$ cat config.mk
export PLATFORM = sky130hd
export DESIGN_NAME = percent_decoder_core_flat
export DESIGN_NICKNAME = d
export VERILOG_FILES = /design/src/pd_pkg.sv /design/src/pd_if.sv /design/src/percent_decoder_core.sv /design/src/flat_wrapper.sv
export SDC_FILE = /design/constraint.sdc
export NUM_CORES = 1
export LEC_CHECK = 0
export BUFFER_PORTS_ARGS = -buffer_cell sky130_fd_sc_hd__buf_2
export CAP_MARGIN = 30
export CORE_AREA = 4 4 53 55
export CTS_BUF_LIST = sky130_fd_sc_hd__clkbuf_2 sky130_fd_sc_hd__clkbuf_4 sky130_fd_sc_hd__clkbuf_8
export DETAILED_ROUTE_END_ITERATION = 8
export DIE_AREA = 0 0 57 59
export GPL_TIMING_DRIVEN = 0
export PLACE_DENSITY = 0.74
export REMOVE_ABC_BUFFERS = 1
export SYNTH_ARGS = -nofsm -noshare
export SYNTH_HDL_FRONTEND = slang
export SYNTH_SLANG_ARGS = --single-unit
$ cat constraint.sdc
create_clock -name clk -period 1.6 [get_ports clk]
set_input_delay 0.24 -clock clk [delete_from_list [all_inputs] [get_ports clk]]
set_output_delay 0.24 -clock clk [all_outputs]
set_load 0.005 [all_outputs]
$ cat src/pd_pkg.sv
package pd_pkg;

	localparam logic [7:0] CH_PLUS    = 8'h2B;
	localparam logic [7:0] CH_PERCENT = 8'h25;
	localparam logic [7:0] CH_SPACE   = 8'h20;
	localparam logic [7:0] CH_0       = 8'h30;
	localparam logic [7:0] CH_9       = 8'h39;
	localparam logic [7:0] CH_LA      = 8'h61;
	localparam logic [7:0] CH_LF      = 8'h66;
	localparam logic [7:0] CH_UA      = 8'h41;
	localparam logic [7:0] CH_UF      = 8'h46;
	localparam logic [7:0] HEX_TEN    = 8'd10;

	localparam logic PLUS_AS_SPACE_RST = 1'b1;

	typedef enum logic [1:0] {
		PH_IDLE = 2'd0,
		PH_HI   = 2'd1,
		PH_LO   = 2'd2
	} phase_t;

	typedef struct packed {
		logic       ok;
		logic [3:0] val;
	} hex_t;

	function automatic hex_t hex_decode(input logic [7:0] c);
		hex_t       h;
		logic [7:0] d;
		h = '{ok: 1'b0, val: 4'd0};
		d = 8'd0;
		if (c >= CH_0 && c <= CH_9) begin
			d = c - CH_0;
			h = '{ok: 1'b1, val: d[3:0]};
		end else if (c >= CH_LA && c <= CH_LF) begin
			d = c - CH_LA + HEX_TEN;
			h = '{ok: 1'b1, val: d[3:0]};
		end else if (c >= CH_UA && c <= CH_UF) begin
			d = c - CH_UA + HEX_TEN;
			h = '{ok: 1'b1, val: d[3:0]};
		end
		return h;
	endfunction

endpackage

$ cat src/pd_if.sv
interface pd_in_if;
	logic       valid;
	logic       ready;
	logic [7:0] in_byte;
	logic       in_last;

	modport source (output valid, output in_byte, output in_last, input ready);
	modport sink   (input valid, input in_byte, input in_last, output ready);
endinterface

interface pd_out_if;
	logic       valid;
	logic       ready;
	logic [7:0] out_byte;
	logic       byte_present;
	logic       string_end;

	modport source (output valid, output out_byte, output byte_present, output string_end,
		input ready);
	modport sink   (input valid, input out_byte, input byte_present, input string_end,
		output ready);
endinterface

interface pd_cfg_if;
	logic valid;
	logic ready;
	logic data;

	modport source (output valid, output data, input ready);
	modport sink   (input valid, input data, output ready);
endinterface

$ cat src/percent_decoder_core.sv
// Percent decoder: one encoded character per request in, zero or one decoded result out.
// The result is registered and appears in the cycle after the input request is accepted.
// Throughput: one character per cycle; the escape state updates in the accept cycle,
// and input is accepted whenever the result register is empty or being drained.
// Reset (arst_n low, async): escape state cleared, result register empty, plus_as_space = 1.
module percent_decoder_core
	import pd_pkg::*;
(
	input  logic     clk,
	input  logic     arst_n,
	pd_in_if.sink    in_ch,
	pd_out_if.source out_ch,
	pd_cfg_if.sink   cfg
);

	phase_t     phase_q, phase_d;
	logic [3:0] nib_q, nib_d;
	logic       bad_q, bad_d;
	logic       plus_q;

	logic       out_valid_q;
	logic [7:0] out_byte_q;
	logic       present_q;
	logic       end_q;

	logic       accept;
	logic       have;
	logic [7:0] dec_byte;
	hex_t       hx;

	assign in_ch.ready = !out_valid_q || out_ch.ready;
	assign accept      = in_ch.valid && in_ch.ready;
	assign cfg.ready   = 1'b1;

	assign hx = hex_decode(in_ch.in_byte);

	always_comb begin
		phase_d  = phase_q;
		nib_d    = nib_q;
		bad_d    = bad_q;
		have     = 1'b0;
		dec_byte = 8'd0;
		case (phase_q)
			PH_HI: begin
				nib_d   = hx.ok ? hx.val : 4'd0;
				bad_d   = !hx.ok;
				phase_d = PH_LO;
			end
			PH_LO: begin
				if (!bad_q && hx.ok) begin
					have     = 1'b1;
					dec_byte = {nib_q, hx.val};
				end
				phase_d = PH_IDLE;
				nib_d   = 4'd0;
				bad_d   = 1'b0;
			end
			default: begin
				phase_d = PH_IDLE;
				if (plus_q && in_ch.in_byte == CH_PLUS) begin
					have     = 1'b1;
					dec_byte = CH_SPACE;
				end else if (in_ch.in_byte == CH_PERCENT) begin
					phase_d = PH_HI;
					nib_d   = 4'd0;
					bad_d   = 1'b0;
				end else begin
					have     = 1'b1;
					dec_byte = in_ch.in_byte;
				end
			end
		endcase
		if (in_ch.in_last) begin
			phase_d = PH_IDLE;
			nib_d   = 4'd0;
			bad_d   = 1'b0;
		end
	end

	always_ff @(posedge clk or negedge arst_n) begin
		if (!arst_n) begin
			phase_q <= PH_IDLE;
			nib_q   <= 4'd0;
			bad_q   <= 1'b0;
		end else if (accept) begin
			phase_q <= phase_d;
			nib_q   <= nib_d;
			bad_q   <= bad_d;
		end
	end

	always_ff @(posedge clk or negedge arst_n) begin
		if (!arst_n) begin
			plus_q <= PLUS_AS_SPACE_RST;
		end else if (cfg.valid && cfg.ready) begin
			plus_q <= cfg.data;
		end
	end

	always_ff @(posedge clk or negedge arst_n) begin
		if (!arst_n) begin
			out_valid_q <= 1'b0;
		end else if (in_ch.ready) begin
			out_valid_q <= accept && (have || in_ch.in_last);
		end
	end

	always_ff @(posedge clk) begin
		if (accept) begin
			out_byte_q <= dec_byte;
			present_q  <= have;
			end_q      <= in_ch.in_last;
		end
	end

	assign out_ch.valid        = out_valid_q;
	assign out_ch.out_byte     = out_byte_q;
	assign out_ch.byte_present = present_q;
	assign out_ch.string_end   = end_q;

	// string end returns the escape state to idle
	a_last_clears: assert property (@(posedge clk) disable iff (!arst_n)
		accept && in_ch.in_last |=> phase_q == PH_IDLE && nib_q == 4'd0 && !bad_q)
		else $error("escape state not cleared after last character");

	// a result without a byte only ever marks string end
	a_empty_is_end: assert property (@(posedge clk) disable iff (!arst_n)
		out_valid_q && !present_q |-> end_q && out_byte_q == 8'd0)
		else $error("empty result without string end");

	// first hex digit always advances to second unless the string ended
	a_hi_to_lo: assert property (@(posedge clk) disable iff (!arst_n)
		accept && phase_q == PH_HI && !in_ch.in_last |=> phase_q == PH_LO)
		else $error("escape phase did not advance");

	// nibble and error flag only live while awaiting the second digit
	a_idle_clean: assert property (@(posedge clk) disable iff (!arst_n)
		phase_q != PH_LO |-> nib_q == 4'd0 && !bad_q)
		else $error("stale escape state outside second digit phase");

endmodule
$ cat src/flat_wrapper.sv
// flat-port wrapper written by rule: the top's interface ports become plain ports
module percent_decoder_core_flat import pd_pkg::*;
  (clk, arst_n, in_ch_valid, in_ch_in_byte, in_ch_in_last, in_ch_ready, out_ch_valid, out_ch_out_byte, out_ch_byte_present, out_ch_string_end, out_ch_ready, cfg_valid, cfg_data, cfg_ready);
  pd_in_if in_ch_i ();
  pd_out_if out_ch_i ();
  pd_cfg_if cfg_i ();
  input  logic clk;
  input  logic arst_n;
  input wire logic [$bits(in_ch_i.valid)-1:0] in_ch_valid;
  input wire logic [$bits(in_ch_i.in_byte)-1:0] in_ch_in_byte;
  input wire logic [$bits(in_ch_i.in_last)-1:0] in_ch_in_last;
  output wire logic [$bits(in_ch_i.ready)-1:0] in_ch_ready;
  output wire logic [$bits(out_ch_i.valid)-1:0] out_ch_valid;
  output wire logic [$bits(out_ch_i.out_byte)-1:0] out_ch_out_byte;
  output wire logic [$bits(out_ch_i.byte_present)-1:0] out_ch_byte_present;
  output wire logic [$bits(out_ch_i.string_end)-1:0] out_ch_string_end;
  input wire logic [$bits(out_ch_i.ready)-1:0] out_ch_ready;
  input wire logic [$bits(cfg_i.valid)-1:0] cfg_valid;
  input wire logic [$bits(cfg_i.data)-1:0] cfg_data;
  output wire logic [$bits(cfg_i.ready)-1:0] cfg_ready;
  assign in_ch_i.valid = in_ch_valid;
  assign in_ch_i.in_byte = in_ch_in_byte;
  assign in_ch_i.in_last = in_ch_in_last;
  assign in_ch_ready = in_ch_i.ready;
  assign out_ch_valid = out_ch_i.valid;
  assign out_ch_out_byte = out_ch_i.out_byte;
  assign out_ch_byte_present = out_ch_i.byte_present;
  assign out_ch_string_end = out_ch_i.string_end;
  assign out_ch_i.ready = out_ch_ready;
  assign cfg_i.valid = cfg_valid;
  assign cfg_i.data = cfg_data;
  assign cfg_ready = cfg_i.ready;
  percent_decoder_core u_core (.clk(clk), .arst_n(arst_n), .in_ch(in_ch_i), .out_ch(out_ch_i), .cfg(cfg_i));
endmodule
==> impl_metrics.yaml <==
routing:
  vias: 880
  wl_per_cell_microns: 13.9
  first_iter_violations: 20
  firstDrtPassIters: 4
  drtAntennaViolNets: 0
  remaining_drc_errors: 0
  vias_per_cell: 5.43
  totalWireLength_microns: 2250
logic_synthesis:
  synthSimpleGateAreaFrac_pct: 18.9
  synth_top_family_by_area: "simple AND/OR/NAND/NOR gates"
  synthFlopType: "edfxtp_1"
  synth_edf_count: 10
  netlist_area_sq_um: 1110
  synthAdderAreaFrac_pct: 6.76
  netlist_top_cells_count: "nand2_1 (11), edfxtp_1 (10), o21ai_0 (9), dfrtp_1 (8), inv_1 (8)"
  synth_compound_area_share_pct: 18.6
  muxShareOfSynthArea_pct: 1.92
  synth_cell_type_count: 43
  synth_area_leaders: "edfxtp_1 (27%), dfrtp_1 (18%), ha_1 (6.8%)"
  synth_xor_area_share_pct: 1.58
  avgSynthCellArea_sq_um: 11.0
  async_reset_ff_share_pct: 47.4
  seq_area_frac_synth_pct: 47.5
  yosysWarnings: 0
  synth.most_common_cell: "nand2_1"
  synth.largest_area_cell: "edfxtp_1"
  synth_top_area_share_pct: 27.1
  synth-seq-cells: 19
  postSynthCellCount: 101
grt:
  grt_overflow: 0
  grt_max_degree: 13
  grt_pass1_vias: 826
  antenna_found_initial: 0
  grt_usage_pct: 14.0
  grt_pass1_wl_microns: 3660
timing:
  skew_ps: 1.50
  rsz0062_at_grt: "true"
  final-setup-viol-count: 0
  period_needed_ps: 1560
  setup_tns_ps: 0
  finalHoldViolCount: 0
  worstMarginPinSlew_ps: 497
  min_period_over_period_pct: 97.3
  relSlewSlack_pct: 66.4
  drv_slew: 0
  clock.fmax_mhz: 642
critical_path:
  crit_required_ps: 1660
  critPathLaunchType: "primary input"
  critPathKind: "in2reg"
  crit_path_end_kind: "flop"
  worst-path-max-fanout: 7
  arrival_ps: 1610
cells_and_area:
  drive_above_1_share_pct: 35.6
  diodes: 0
  filler_cell_count: 218
  syn2layout_area_growth_pct: 21.8
  nNetsFinal: 154
  fin_util_pct: 56.6
clock_tree:
  cts_buffers: 3
  cts_tree: "built"
  clockBufferDepth: 2
  clock-sinks: 19
  clk_pin_slew_ps: 110
  htree_levels: 1
  cts_root_buf: "clkbuf_4"
  insertion_delay_ps: 290
power_and_ir_drop:
  p_seq_share_pct: 57.6
  power.net_switching_uw: 230
  p_comb_share_pct: 14.8
  leakage_uw: 0.000572
  p_clk_share_pct: 27.6
  vdd_drop_max_mv: 0.370
  internal_power_uw: 714
  netSwitchingFraction_pct: 24.3
  powerDensity_nw_per_um2: 699
job:
  drv_cap: 0
placed_design:
  gp_congestion: 0.891
  port_buffers: 26
  dpl.hpwl_microns: 1710
die:
  die_h_microns: 59
  coreArea_sq_um: 2390
  start_util_pct: 46.5
  io_pins: 28
  die_w_microns: 57
  rows: 18
  dieArea_sq_um: 3360
worst_hold_path:
  hold_path.class: "in2reg"
outcome:
  outcome: "finished clean"
critical path: stages:
cell,delay (ps)
buf_2,150
inv_2,80
ha_1,220
o21bai_2,190
a21oi_4,90
a31o_4,240
and2_4,180
or2_1,230
flip-flops by register name (all words and copies together) (netlist names):
name                        cells
u_core.bad_q                    1
u_core.nib_q                    4
u_core.out_ch.byte_present      1
u_core.out_ch.out_byte          8
u_core.out_ch.string_end        1
u_core.out_ch.valid             1
u_core.phase_q                  2
u_core.plus_q                   1
power by group through the flow:
stage	clock network (uW)	logic, uW	registers (uW)
6_report	260	139	544
5_1_grt	291	156	546
3_5_place_dp	0	133	555
2_1_floorplan	0	65.4	557
4_1_cts	265	136	545
3_3_place_gp	0	131	554
cells by family (layout without fill, tap and decap cells):
| logic type | Yosys count | count (layout) |
|---|---|---|
| mux | 2 | 2 |
| xor+xnor | 2 | 2 |
| other cells | 1 | 1 |
| fa+ha+maj | 6 | 6 |
| simple gates | 33 | 33 |
| compound gates | 28 | 28 |
| buf+inv | 10 | 41 |
| flops | 19 | 19 |
metal layers:
metal / vias up / routed length (microns) / GRT usage (%)
met2: 32 / 1090 / 23.3
met1: 410 / 941 / 17.6
met3: 6 / 169 / 3.05
li1: 432 / - / -
met4: 0 / 48 / 5.96
met5: - / 0 / 0
per-stage QoR:
step	total power [uW]	setup WS, ps	instance area (sq um)	hold slack, ps	instances
2_1_floorplan	622	-95.8	1090	-55.6	99
3_3_place_gp	685	-412	1260	99.5	155
3_5_place_dp	688	-469	1260	104	155
4_1_cts	946	5.21	1330	167	160
5_1_grt	993	-26.0	1350	159	162
6_report	944	42.6	1350	170	162
repair_timing:
action	4_1_cts	5_1_grt
endpoints found under the setup margin	11	11
resized for setup	6	4
pin swaps	3	8
hold buffers	1	0
setup buffers	0	2
endpoints found under the hold margin	8	0
cell usage in the layout, fill, tap and decap left out, types with 2 or more instances in the layout:
| cell | count |
|---|---|
| a21o_1 | 2 |
| a22o_1 | 4 |
| buf_2 | 26 |
| buf_4 | 2 |
| clkbuf_4 | 4 |
| dfrtp_1 | 8 |
| edfxtp_1 | 10 |
| ha_1 | 4 |
| inv_1 | 5 |
| inv_2 | 3 |
| nand2_1 | 11 |
| nand2b_1 | 3 |
| nand3_1 | 2 |
| nand4b_1 | 2 |
| nor2_1 | 3 |
| o21ai_0 | 9 |
| o21ai_1 | 2 |
path summary, 6_finish.rpt:
kind                                   startpoint                          to  slack, ps  cells past startpoint
worst max register to register  u_core.phase_q[0]   u_core.out_ch.out_byte[4]         50                      5
worst min register to register    u_core.nib_q[2]             u_core.nib_q[2]        510                      2
worst max-delay path             in_ch_in_byte[0]  u_core.out_ch.byte_present         40                      8
min in group asynchronous                  arst_n           u_core.phase_q[1]        310                      2
max in group asynchronous                  arst_n               u_core.plus_q       1040                      2
worst min-delay path                     cfg_data               u_core.plus_q        170                      2
area by class of cell:
class / instances / area, sq um / area share, %
clock buffer: 4 / 30.0 / 2.22
inverter: 8 / 30.0 / 2.22
timing repair buffer: 29 / 155 / 11.5
multi-input combinational: 72 / 572 / 42.3
tap: 30 / 37.5 / 2.78
sequential: 19 / 527 / 39.0
Power figures use the tool's default switching activity.
